$ cat src/hw/rtl/btx_pkg.sv
// Package: shared constants, codes, types and character tests of the token scanner.
`default_nettype none

package btx_pkg;

  localparam int unsigned MAX_DEPTH = 255;
  localparam int unsigned POS_WIDTH = 32;
  localparam int unsigned DEPTH_W   = $clog2(MAX_DEPTH + 1);

  localparam int unsigned FIFO_DEPTH = 4;
  localparam int unsigned PTR_W      = $clog2(FIFO_DEPTH);
  localparam int unsigned CNT_W      = $clog2(FIFO_DEPTH + 1);

  localparam int unsigned MODE_W = 3;
  localparam logic [MODE_W-1:0] MODE_BETWEEN = 3'd0;
  localparam logic [MODE_W-1:0] MODE_COMMENT = 3'd1;
  localparam logic [MODE_W-1:0] MODE_QUOTED  = 3'd2;
  localparam logic [MODE_W-1:0] MODE_BODY    = 3'd3;
  localparam logic [MODE_W-1:0] MODE_BARE    = 3'd4;

  localparam logic [3:0] K_END    = 4'd0;
  localparam logic [3:0] K_WORD   = 4'd1;
  localparam logic [3:0] K_STRING = 4'd2;
  localparam logic [3:0] K_OPEN   = 4'd3;
  localparam logic [3:0] K_CLOSE  = 4'd4;
  localparam logic [3:0] K_EQUALS = 4'd5;
  localparam logic [3:0] K_COMMA  = 4'd6;
  localparam logic [3:0] K_AT     = 4'd7;
  localparam logic [3:0] K_HASH   = 4'd8;
  localparam logic [3:0] K_ERROR  = 4'd9;

  localparam logic [1:0] ERR_NONE      = 2'd0;
  localparam logic [1:0] ERR_END_BODY  = 2'd1;
  localparam logic [1:0] ERR_TOO_DEEP  = 2'd2;
  localparam logic [1:0] ERR_UNMATCHED = 2'd3;

  localparam logic [7:0] CH_NUL    = 8'h00;
  localparam logic [7:0] CH_TAB    = 8'h09;
  localparam logic [7:0] CH_NL     = 8'h0a;
  localparam logic [7:0] CH_VT     = 8'h0b;
  localparam logic [7:0] CH_FF     = 8'h0c;
  localparam logic [7:0] CH_SPACE  = 8'h20;
  localparam logic [7:0] CH_QUOTE  = 8'h22;
  localparam logic [7:0] CH_HASH   = 8'h23;
  localparam logic [7:0] CH_PCT    = 8'h25;
  localparam logic [7:0] CH_COMMA  = 8'h2c;
  localparam logic [7:0] CH_EQUALS = 8'h3d;
  localparam logic [7:0] CH_AT     = 8'h40;
  localparam logic [7:0] CH_LBRACE = 8'h7b;
  localparam logic [7:0] CH_RBRACE = 8'h7d;

  typedef struct packed {
    logic [3:0]  kind;
    logic [1:0]  err;
    logic [31:0] tok_start;
    logic [31:0] tok_end;
    logic        last;
  } btx_token_t;

  typedef struct packed {
    logic [1:0] n;
    btx_token_t tok0;
    btx_token_t tok1;
  } btx_push_t;

  typedef struct packed {
    logic stuck;
    logic fire;
  } btx_status_t;

  function automatic logic is_white(input logic [7:0] c);
    return c == CH_SPACE || c == CH_TAB || c == CH_VT || c == CH_FF || c == CH_NL;
  endfunction

  function automatic logic ends_bare(input logic [7:0] c);
    return c == CH_NUL || is_white(c) || c == CH_AT || c == CH_PCT || c == CH_EQUALS ||
           c == CH_COMMA || c == CH_LBRACE || c == CH_RBRACE || c == CH_QUOTE;
  endfunction

  function automatic logic is_letter(input logic [7:0] c);
    return (c >= 8'h41 && c <= 8'h5a) || (c >= 8'h61 && c <= 8'h7a);
  endfunction

  function automatic btx_token_t mk_tok(input logic [3:0] kind, input logic [1:0] err,
                                        input logic [POS_WIDTH-1:0] s,
                                        input logic [POS_WIDTH-1:0] e);
    btx_token_t t;
    t.kind      = kind;
    t.err       = err;
    t.tok_start = 32'(s);
    t.tok_end   = 32'(e);
    t.last      = 1'b0;
    return t;
  endfunction

endpackage

`default_nettype wire

$ cat src/hw/rtl/btx_byte_if.sv
// Interface: input byte channel with valid/ready handshake.
`default_nettype none

interface btx_byte_if;
  logic       valid;
  logic       ready;
  logic [7:0] text_byte;

  modport source (output valid, output text_byte, input ready);
  modport sink (input valid, input text_byte, output ready);
endinterface

`default_nettype wire

$ cat src/hw/rtl/btx_token_if.sv
// Interface: token result channel with valid/ready handshake.
`default_nettype none

interface btx_token_if;
  logic        valid;
  logic        ready;
  logic [3:0]  token_kind;
  logic [1:0]  error_kind;
  logic [31:0] token_start;
  logic [31:0] token_end;
  logic        last_of_step;

  modport source (output valid, output token_kind, output error_kind, output token_start,
                  output token_end, output last_of_step, input ready);
  modport sink (input valid, input token_kind, input error_kind, input token_start,
                input token_end, input last_of_step, output ready);
endinterface

`default_nettype wire

$ cat src/hw/rtl/bibtex_token_scanner_top.sv
// Top level: BibTeX token scanner, byte stream in, token stream out.
// A byte accepted into the input register is decoded there, and its tokens go to the token queue.
// One byte per cycle while the queue has room; a byte with two tokens takes two queue entries.
// Rate is set by the four-entry token queue, which the core fills only with room for two.
// Reset clears scan state, offsets, input register and queue at once; no clearing pass.
`default_nettype none

module bibtex_token_scanner_top (
  input  wire logic clk_i,
  input  wire logic rst_ni,
  btx_byte_if.sink  text_i,
  btx_token_if.source tok_o
);
  import btx_pkg::*;

  btx_push_t        push;
  btx_status_t      status;
  btx_token_t       head;
  logic             room;
  logic             out_valid;
  logic [CNT_W-1:0] count;

  btx_core u_core (
    .clk_i      (clk_i),
    .rst_ni     (rst_ni),
    .in_valid_i (text_i.valid),
    .in_byte_i  (text_i.text_byte),
    .room_i     (room),
    .in_ready_o (text_i.ready),
    .push_o     (push),
    .status_o   (status)
  );

  btx_tok_fifo u_fifo (
    .clk_i   (clk_i),
    .rst_ni  (rst_ni),
    .push_i  (push),
    .pop_i   (tok_o.ready),
    .room_o  (room),
    .valid_o (out_valid),
    .head_o  (head),
    .count_o (count)
  );

  assign tok_o.valid        = out_valid;
  assign tok_o.token_kind   = head.kind;
  assign tok_o.error_kind   = head.err;
  assign tok_o.token_start  = head.tok_start;
  assign tok_o.token_end    = head.tok_end;
  assign tok_o.last_of_step = head.last;

`ifndef SYNTHESIS
  a_stuck_holds: assert property (@(posedge clk_i) disable iff (!rst_ni)
    status.stuck |=> status.stuck)
    else $error("stuck flag cleared without reset");

  a_no_tokens_when_stuck: assert property (@(posedge clk_i) disable iff (!rst_ni)
    (status.fire && status.stuck) |-> (push.n == 2'd0))
    else $error("token produced while stuck");

  a_push_needs_fire: assert property (@(posedge clk_i) disable iff (!rst_ni)
    (push.n != 2'd0) |-> status.fire)
    else $error("token pushed without a consumed byte");

  a_queue_bound: assert property (@(posedge clk_i) disable iff (!rst_ni)
    count <= CNT_W'(FIFO_DEPTH))
    else $error("token queue overflow");
`endif

endmodule

`default_nettype wire

$ cat src/hw/rtl/btx_core.sv
// Scanner core: input register, scan state and per-byte token decode.
`default_nettype none

module btx_core (
  input  wire logic               clk_i,
  input  wire logic               rst_ni,
  input  wire logic               in_valid_i,
  input  wire logic [7:0]         in_byte_i,
  input  wire logic               room_i,
  output logic                    in_ready_o,
  output btx_pkg::btx_push_t      push_o,
  output btx_pkg::btx_status_t    status_o
);
  import btx_pkg::*;

  logic                 vld_q, vld_d;
  logic [7:0]           byte_q;
  logic [MODE_W-1:0]    mode_q, mode_d;
  logic                 entry_q, entry_d;
  logic [DEPTH_W-1:0]   depth_q, depth_d;
  logic [POS_WIDTH-1:0] pos_q, pos_d;
  logic [POS_WIDTH-1:0] rs_q, rs_d;
  logic                 rfl_q, rfl_d;
  logic                 stuck_q, stuck_d;

  logic                 fire;
  logic                 run_bw;
  logic                 pre_v, bw_v;
  btx_token_t           pre_tok, bw_tok;
  logic [POS_WIDTH-1:0] nxt;
  logic [7:0]           c;

  assign fire       = vld_q && room_i;
  assign in_ready_o = !vld_q || room_i;
  assign c          = byte_q;
  assign nxt        = pos_q + POS_WIDTH'(1);

  always_comb begin
    vld_d = vld_q;
    if (in_valid_i && in_ready_o) begin
      vld_d = 1'b1;
    end else if (fire) begin
      vld_d = 1'b0;
    end
  end

  always_comb begin
    mode_d  = mode_q;
    entry_d = entry_q;
    depth_d = depth_q;
    rs_d    = rs_q;
    rfl_d   = rfl_q;
    stuck_d = stuck_q;
    run_bw  = 1'b0;
    pre_v   = 1'b0;
    bw_v    = 1'b0;
    pre_tok = mk_tok(K_STRING, ERR_NONE, rs_q, pos_q);
    bw_tok  = mk_tok(K_END, ERR_NONE, pos_q, pos_q);

    if (!stuck_q) begin
      unique case (mode_q)
        MODE_COMMENT: begin
          run_bw = (c == CH_NL) || (c == CH_NUL);
        end
        MODE_QUOTED: begin
          if (c == CH_QUOTE) begin
            pre_v  = 1'b1;
            mode_d = MODE_BETWEEN;
          end else if (c == CH_NUL) begin
            pre_v  = 1'b1;
            run_bw = 1'b1;
          end
        end
        MODE_BODY: begin
          if (c == CH_NUL) begin
            pre_v   = 1'b1;
            pre_tok = mk_tok(K_ERROR, ERR_END_BODY, pos_q, pos_q);
            stuck_d = 1'b1;
          end else if (c == CH_LBRACE) begin
            if (depth_q >= DEPTH_W'(MAX_DEPTH)) begin
              pre_v   = 1'b1;
              pre_tok = mk_tok(K_ERROR, ERR_TOO_DEEP, pos_q, pos_q);
              stuck_d = 1'b1;
            end else begin
              depth_d = depth_q + DEPTH_W'(1);
            end
          end else if (c == CH_RBRACE) begin
            if (depth_q <= DEPTH_W'(1)) begin
              depth_d = '0;
              pre_v   = 1'b1;
              mode_d  = MODE_BETWEEN;
            end else begin
              depth_d = depth_q - DEPTH_W'(1);
            end
          end
        end
        MODE_BARE: begin
          if (ends_bare(c)) begin
            pre_v   = 1'b1;
            pre_tok = mk_tok(rfl_q ? K_WORD : K_STRING, ERR_NONE, rs_q, pos_q);
            run_bw  = 1'b1;
          end
        end
        default: begin
          run_bw = 1'b1;
        end
      endcase

      if (run_bw) begin
        mode_d = MODE_BETWEEN;
        if (!is_white(c)) begin
          unique case (c)
            CH_NUL: begin
              bw_v = 1'b1;
            end
            CH_PCT: begin
              mode_d = MODE_COMMENT;
            end
            CH_LBRACE: begin
              if (entry_q) begin
                mode_d  = MODE_BODY;
                depth_d = DEPTH_W'(1);
                rs_d    = nxt;
              end else begin
                entry_d = 1'b1;
                bw_v    = 1'b1;
                bw_tok  = mk_tok(K_OPEN, ERR_NONE, pos_q, nxt);
              end
            end
            CH_RBRACE: begin
              bw_v = 1'b1;
              if (!entry_q) begin
                bw_tok  = mk_tok(K_ERROR, ERR_UNMATCHED, pos_q, pos_q);
                stuck_d = 1'b1;
              end else begin
                entry_d = 1'b0;
                bw_tok  = mk_tok(K_CLOSE, ERR_NONE, pos_q, nxt);
              end
            end
            CH_EQUALS: begin
              bw_v   = 1'b1;
              bw_tok = mk_tok(K_EQUALS, ERR_NONE, pos_q, nxt);
            end
            CH_COMMA: begin
              bw_v   = 1'b1;
              bw_tok = mk_tok(K_COMMA, ERR_NONE, pos_q, nxt);
            end
            CH_AT: begin
              bw_v   = 1'b1;
              bw_tok = mk_tok(K_AT, ERR_NONE, pos_q, nxt);
            end
            CH_HASH: begin
              bw_v   = 1'b1;
              bw_tok = mk_tok(K_HASH, ERR_NONE, pos_q, nxt);
            end
            CH_QUOTE: begin
              mode_d = MODE_QUOTED;
              rs_d   = nxt;
            end
            default: begin
              mode_d = MODE_BARE;
              rs_d   = pos_q;
              rfl_d  = is_letter(c);
            end
          endcase
        end
      end
    end

    pos_d = stuck_d ? pos_q : nxt;
  end

  always_comb begin
    push_o.n    = fire ? (2'(pre_v) + 2'(bw_v)) : 2'd0;
    push_o.tok0 = pre_v ? pre_tok : bw_tok;
    push_o.tok1 = bw_tok;
    push_o.tok0.last = !(pre_v && bw_v);
    push_o.tok1.last = 1'b1;
  end

  assign status_o.stuck = stuck_q;
  assign status_o.fire  = fire;

  always_ff @(posedge clk_i or negedge rst_ni) begin
    if (!rst_ni) begin
      vld_q <= 1'b0;
    end else begin
      vld_q <= vld_d;
    end
  end

  always_ff @(posedge clk_i) begin
    if (in_valid_i && in_ready_o) begin
      byte_q <= in_byte_i;
    end
  end

  always_ff @(posedge clk_i or negedge rst_ni) begin
    if (!rst_ni) begin
      mode_q  <= MODE_BETWEEN;
      entry_q <= 1'b0;
      depth_q <= '0;
      pos_q   <= '0;
      rs_q    <= '0;
      rfl_q   <= 1'b0;
      stuck_q <= 1'b0;
    end else if (fire) begin
      mode_q  <= mode_d;
      entry_q <= entry_d;
      depth_q <= depth_d;
      pos_q   <= pos_d;
      rs_q    <= rs_d;
      rfl_q   <= rfl_d;
      stuck_q <= stuck_d;
    end
  end

endmodule

`default_nettype wire

$ cat src/hw/rtl/btx_tok_fifo.sv
// Token queue: takes up to two tokens per cycle, delivers one per cycle while the reader is ready.
`default_nettype none

module btx_tok_fifo (
  input  wire logic              clk_i,
  input  wire logic              rst_ni,
  input  btx_pkg::btx_push_t     push_i,
  input  wire logic              pop_i,
  output logic                   room_o,
  output logic                   valid_o,
  output btx_pkg::btx_token_t    head_o,
  output logic [btx_pkg::CNT_W-1:0] count_o
);
  import btx_pkg::*;

  btx_token_t       mem_q [FIFO_DEPTH];
  logic [PTR_W-1:0] wr_q, wr_d, rd_q, rd_d;
  logic [CNT_W-1:0] cnt_q, cnt_d;
  logic             pop;

  assign pop     = pop_i && (cnt_q != '0);
  assign valid_o = cnt_q != '0;
  assign head_o  = mem_q[rd_q];
  assign room_o  = cnt_q <= CNT_W'(FIFO_DEPTH - 2);
  assign count_o = cnt_q;

  always_comb begin
    wr_d  = wr_q + PTR_W'(push_i.n);
    rd_d  = rd_q + PTR_W'(pop);
    cnt_d = cnt_q + CNT_W'(push_i.n) - CNT_W'(pop);
  end

  always_ff @(posedge clk_i) begin
    if (push_i.n != 2'd0) begin
      mem_q[wr_q] <= push_i.tok0;
    end
    if (push_i.n == 2'd2) begin
      mem_q[wr_q + PTR_W'(1)] <= push_i.tok1;
    end
  end

  always_ff @(posedge clk_i or negedge rst_ni) begin
    if (!rst_ni) begin
      wr_q  <= '0;
      rd_q  <= '0;
      cnt_q <= '0;
    end else begin
      wr_q  <= wr_d;
      rd_q  <= rd_d;
      cnt_q <= cnt_d;
    end
  end

endmodule

`default_nettype wire

$ cat src/flat_wrapper.sv
// flat-port wrapper written by rule: the top's interface ports become plain ports
module bibtex_token_scanner_top_flat import btx_pkg::*;
  (clk_i, rst_ni, text_i_valid, text_i_text_byte, text_i_ready, tok_o_valid, tok_o_token_kind, tok_o_error_kind, tok_o_token_start, tok_o_token_end, tok_o_last_of_step, tok_o_ready);
  btx_byte_if text_i_i ();
  btx_token_if tok_o_i ();
  input  wire logic clk_i;
  input  wire logic rst_ni;
  input wire logic [$bits(text_i_i.valid)-1:0] text_i_valid;
  input wire logic [$bits(text_i_i.text_byte)-1:0] text_i_text_byte;
  output wire logic [$bits(text_i_i.ready)-1:0] text_i_ready;
  output wire logic [$bits(tok_o_i.valid)-1:0] tok_o_valid;
  output wire logic [$bits(tok_o_i.token_kind)-1:0] tok_o_token_kind;
  output wire logic [$bits(tok_o_i.error_kind)-1:0] tok_o_error_kind;
  output wire logic [$bits(tok_o_i.token_start)-1:0] tok_o_token_start;
  output wire logic [$bits(tok_o_i.token_end)-1:0] tok_o_token_end;
  output wire logic [$bits(tok_o_i.last_of_step)-1:0] tok_o_last_of_step;
  input wire logic [$bits(tok_o_i.ready)-1:0] tok_o_ready;
  assign text_i_i.valid = text_i_valid;
  assign text_i_i.text_byte = text_i_text_byte;
  assign text_i_ready = text_i_i.ready;
  assign tok_o_valid = tok_o_i.valid;
  assign tok_o_token_kind = tok_o_i.token_kind;
  assign tok_o_error_kind = tok_o_i.error_kind;
  assign tok_o_token_start = tok_o_i.token_start;
  assign tok_o_token_end = tok_o_i.token_end;
  assign tok_o_last_of_step = tok_o_i.last_of_step;
  assign tok_o_i.ready = tok_o_ready;
  bibtex_token_scanner_top u_core (.clk_i(clk_i), .rst_ni(rst_ni), .text_i(text_i_i), .tok_o(tok_o_i));
endmodule
$ cat config.mk
export PLATFORM = sky130hd
export DESIGN_NAME = bibtex_token_scanner_top_flat
export DESIGN_NICKNAME = d
export VERILOG_FILES = /design/src/hw/rtl/btx_pkg.sv /design/src/hw/rtl/btx_byte_if.sv /design/src/hw/rtl/btx_token_if.sv /design/src/hw/rtl/bibtex_token_scanner_top.sv /design/src/hw/rtl/btx_core.sv /design/src/hw/rtl/btx_tok_fifo.sv /design/src/flat_wrapper.sv
export SDC_FILE = /design/constraint.sdc
export NUM_CORES = 1
export LEC_CHECK = 0
export ABC_CLOCK_PERIOD_IN_PS = 14900
export BUFFER_PORTS_ARGS = -buffer_cell sky130_fd_sc_hd__buf_2
export CAP_MARGIN = 20
export CORE_MARGIN = 2
export CORE_UTILIZATION = 50
export CTS_CLUSTER_DIAMETER = 30
export DETAILED_ROUTE_END_ITERATION = 8
export PLACE_DENSITY_LB_ADDON = 0.05
export SETUP_SLACK_MARGIN = 0.1
export SYNTH_ARGS = -nofsm -noshare
export SYNTH_HDL_FRONTEND = slang
export SYNTH_SLANG_ARGS = --single-unit
$ cat constraint.sdc
create_clock -name clk_i -period 14.9 [get_ports clk_i]
set_input_delay 2.98 -clock clk_i [delete_from_list [all_inputs] [get_ports clk_i]]
set_output_delay 2.98 -clock clk_i [all_outputs]
set_load 0.005 [all_outputs]
==> impl_metrics.json <==
{
  "outcome": "completed",
  "combPwrFrac_pct": 19.9,
  "fin_crit_sh_pct": 42.19,
  "track_usage_pct": 30.21,
  "clockBufferDepth": 3,
  "drc_errors": 0,
  "path_buf_inv": 2,
  "cts.sinks": 378,
  "cap_viol_max_count": 0,
  "vias_per_cell": 6.638,
  "ys_seq_area_share_pct": 53.80,
  "syn_inst": 1738,
  "power_per_cell_area_mw_per_mm2": 169.1,
  "setup_viol": 0,
  "antenna_cells": 0,
  "netSwitchingPower_mw": 1.201,
  "drive_above_1_share_pct": 21.75,
  "place_area_mm2": 0.02095,
  "tns_ns": 0,
  "crit_path_max_incr_delay_ns": 0.84,
  "cts-root-buf": "clkbuf_16",
  "cts_resized": 0,
  "worstSetupStartpointType": "register",
  "power_leakage_nw": 8.356,
  "max_slew_margin_pct": 31.63,
  "n_fill_cell": 3209,
  "power_frac_seq_pct": 32.2,
  "first_global_vias": 15660,
  "slew_violations": 0,
  "htree_num_levels": 3,
  "power.total_mw": 4.058,
  "swShare_pct": 29.60,
  "yosysTopAreaCellShare_pct": 42.76,
  "die_h_um": 205.1,
  "cp_max_fo": 58,
  "via_count": 15730,
  "path_cells": "nor4_1 -> o21a_2 -> nor4_4 -> a21boi_1 -> o21ai_4 -> inv_4 -> ha_1 -> nand3_1 -> or3_1 -> nand2_4 -> buf_4 -> o21ai_0 -> a21oi_1",
  "ys_types": 87,
  "worstPathRequired_ns": 15.34,
  "grt_start_max_net_pins": 66,
  "stdcell_area_mm2": 0.02399,
  "dp_hpwl_mm": 36.64,
  "path_class": "register to register",
  "holdBufCountCts": 0,
  "areaGrowthSynthToFinish_pct": 18.62,
  "place_congestion": 0.9094,
  "grt_antenna_before_repair": 0,
  "critPathTopFamily": "simple AND/OR/NAND/NOR gates",
  "pwr-share-clk_pct": 47.9,
  "synth.avg_cell_area_um2": 11.64,
  "core_area_mm2": 0.03982,
  "worst_path_max_delay_cell": "o21a_2",
  "drt.antenna.violating_nets": 0,
  "worstPathArrival_ns": 6.73,
  "drt-initial-drc-count": 1658,
  "rsz0062_at_grt": "false",
  "start_util_pct": 50.79,
  "fmax_ghz": 0.1591,
  "clk_latency_ns": 0.60,
  "finalHoldViolations": 0,
  "layout_min_cycle_time_ns": 6.286,
  "drt_wl_total_mm": 62.18,
  "synth_top_area_cell": "edfxtp_1",
  "numCtsBuffers": 86,
  "path_clk_slew_ns": 0.05,
  "postSynth.asyncResetShare_pct": 22.75,
  "dr.pass1.iters": 8,
  "cp-end-kind": "register",
  "ys_seq_elements": 378,
  "num-nets-final": 1793,
  "grt_pass1_wl_mm": 94.54,
  "synth-edff-count": 288,
  "synthTopCellsByArea": "edfxtp_1 43%, dfrtp_1 11%, mux4_2 7.9%, o21ai_0 6.2%, a22o_1 6.2%",
  "vdd_drop_max_mv": 0.1017,
  "placed_cells": 2206,
  "rows": 73,
  "synth_nets": 1761,
  "ys_warn_count": 0,
  "overflow": 0,
  "die_width_um": 205.1,
  "die-area_mm2": 0.04207,
  "wl_per_cell_um": 26.25,
  "internal_power_mw": 2.857,
  "clock_skew_ns": 0.02172,
  "cts_tree": "done",
  "post-cts-setup-buffer-count": 0,
  "layoutNonFillerInstCount": 2369,
  "hold_class": "register to register",
  "synth_top_flop_cell": "edfxtp_1",
  "syn_area_mm2": 0.02022,
  "numPortBuffers": 84,
  "pin_count": 85,
  "worst_pin_slew_ns": 1.020
}
## power by group through the flow
stage	clock network, mW	logic (mW)	registers [mW]
final	1.95	0.806	1.31
after global placement	0	0.810	1.32
after floorplan	0	0.568	1.22
after global routing	2.02	0.864	1.32
after detailed placement	0	0.808	1.32
after CTS	1.96	0.813	1.31
## per-layer routing
layer	global-route usage (%)	wire length (um)	vias to the layer above	part of all wire [%]
met4	12.46	2080	0	3.3
li1	-	-	6901	-
met3	5.902	5630	139	9.1
met1	42.47	26340	7845	42
met5	0	0	-	0
met2	46.16	28130	840	45
## flip-flops by register name, summed over array words and instances, names as in the netlist, 2 cells and up
| signal | cells |
|---|---|
| u_core.u_core.byte_q | 8 |
| u_core.u_core.depth_q | 8 |
| u_core.u_core.mode_q | 3 |
| u_core.u_core.pos_q | 32 |
| u_core.u_core.rs_q | 32 |
| u_core.u_fifo.count_o | 3 |
| u_core.u_fifo.mem_q | 284 |
| u_core.u_fifo.rd_q | 2 |
| u_core.u_fifo.wr_q | 2 |
## kinds of logic after synthesis
kind of cell               Yosys count  share of synthesized area (%)
AOI/OAI and AO/OA                  642                          20.38
xor gates and xnor gates            64                          2.772
DFF                                378                          53.80
muxes                               80                          8.414
and+or+nand+nor                    352                          9.540
adders and majority gates           11                         0.7176
buffers and inverters              211                          4.380
## worst register-to-register path: stages, from the launching register on
cell and delay (ns):
edfxtp_1 0.57, nor4_1 0.53, o21a_2 0.84, nor4_4 0.18, a21boi_1 0.56, o21ai_4 0.11, inv_4 0.18, ha_1 0.22
nand3_1 0.36, or3_1 0.73, nand2_4 0.58, buf_4 0.79, o21ai_0 0.29, a21oi_1 0.21
## Yosys cell counts, types with 5 or more instances
library cell / n
a21oi_1: 130
buf_1: 12
buf_4: 13
a211oi_2: 6
and4_1: 5
o21ai_0: 251
and3_1: 27
and2_1: 6
nand4_1: 25
nor2_1: 49
o211ai_1: 13
edfxtp_1: 288
a21o_1: 10
clkbuf_1: 126
nand3_1: 43
mux4_2: 71
nor4_1: 14
or4_1: 15
nor3_1: 36
nand2_1: 81
a22o_1: 143
nand4b_1: 5
o22ai_1: 19
or3_1: 8
buf_2: 16
mux2_2: 6
o31ai_1: 5
or2_2: 7
o21ai_1: 17
dfrtp_1: 86
inv_1: 32
clkbuf_2: 6
xnor2_1: 60
ha_1: 10
a31oi_1: 6
## layout by cell type (no fill, tap or decap), types with 7 or more instances in the layout
cell	instances
and3_1	27
a21oi_1	130
o21ai_0	251
buf_2	83
o211ai_1	13
nor2_1	48
clkbuf_16	86
clkbuf_1	12
inv_1	32
clkinvlp_4	15
xnor2_1	60
or2_2	7
nor4_1	13
nor3_1	33
clkinv_2	12
dfrtp_1	84
a21o_1	10
nand3_1	42
or4_1	15
mux4_2	71
or3_1	8
bufinv_16	13
nand2_1	77
clkbuf_8	7
nand4_1	25
a22o_1	143
o22ai_1	19
edfxtp_1	288
ha_1	10
buf_4	34
o21ai_1	13
## layout make-up
type                       count  area (um2)  area share [%]
sequential                   378       10890           45.38
clock inverter                57       738.2           3.077
clock buffer                 105        2293           9.560
tap                          525       656.9           2.738
timing repair buffer         119       689.4           2.874
inverter                      36       137.6          0.5737
multi-input combinational   1149        8587           35.79
## worst paths after layout
kind / cells past startpoint / startpoint / slack [ns] / end
hold reg to reg: 1 / u_core.u_fifo.mem_q[1][0] / 0.46 / u_core.u_fifo.mem_q[1][0]
setup / recovery: 13 / u_core.u_core.byte_q[3] / 8.61 / u_core.u_fifo.mem_q[2][23]
setup reg to reg: 13 / u_core.u_core.byte_q[3] / 8.61 / u_core.u_fifo.mem_q[2][23]
hold / removal: 1 / u_core.u_fifo.mem_q[1][0] / 0.46 / u_core.u_fifo.mem_q[1][0]
min in group asynchronous: 1 / rst_ni / 2.42 / u_core.u_core.stuck_q
max in group asynchronous: 2 / rst_ni / 11.33 / u_core.u_core.mode_q[1]
## per-stage QoR
stage          hold slack, ns  util, %  worst slack [ns]
6_report               0.4553    60.24             8.614
5_1_grt                0.4842    60.24             8.256
4_1_cts                0.4602    60.22             8.605
3_5_place_dp           0.4507    52.61             8.825
3_3_place_gp           0.4521    52.58             8.987
2_1_floorplan          0.4311        -             8.037
(Power assumes the default switching activity.)
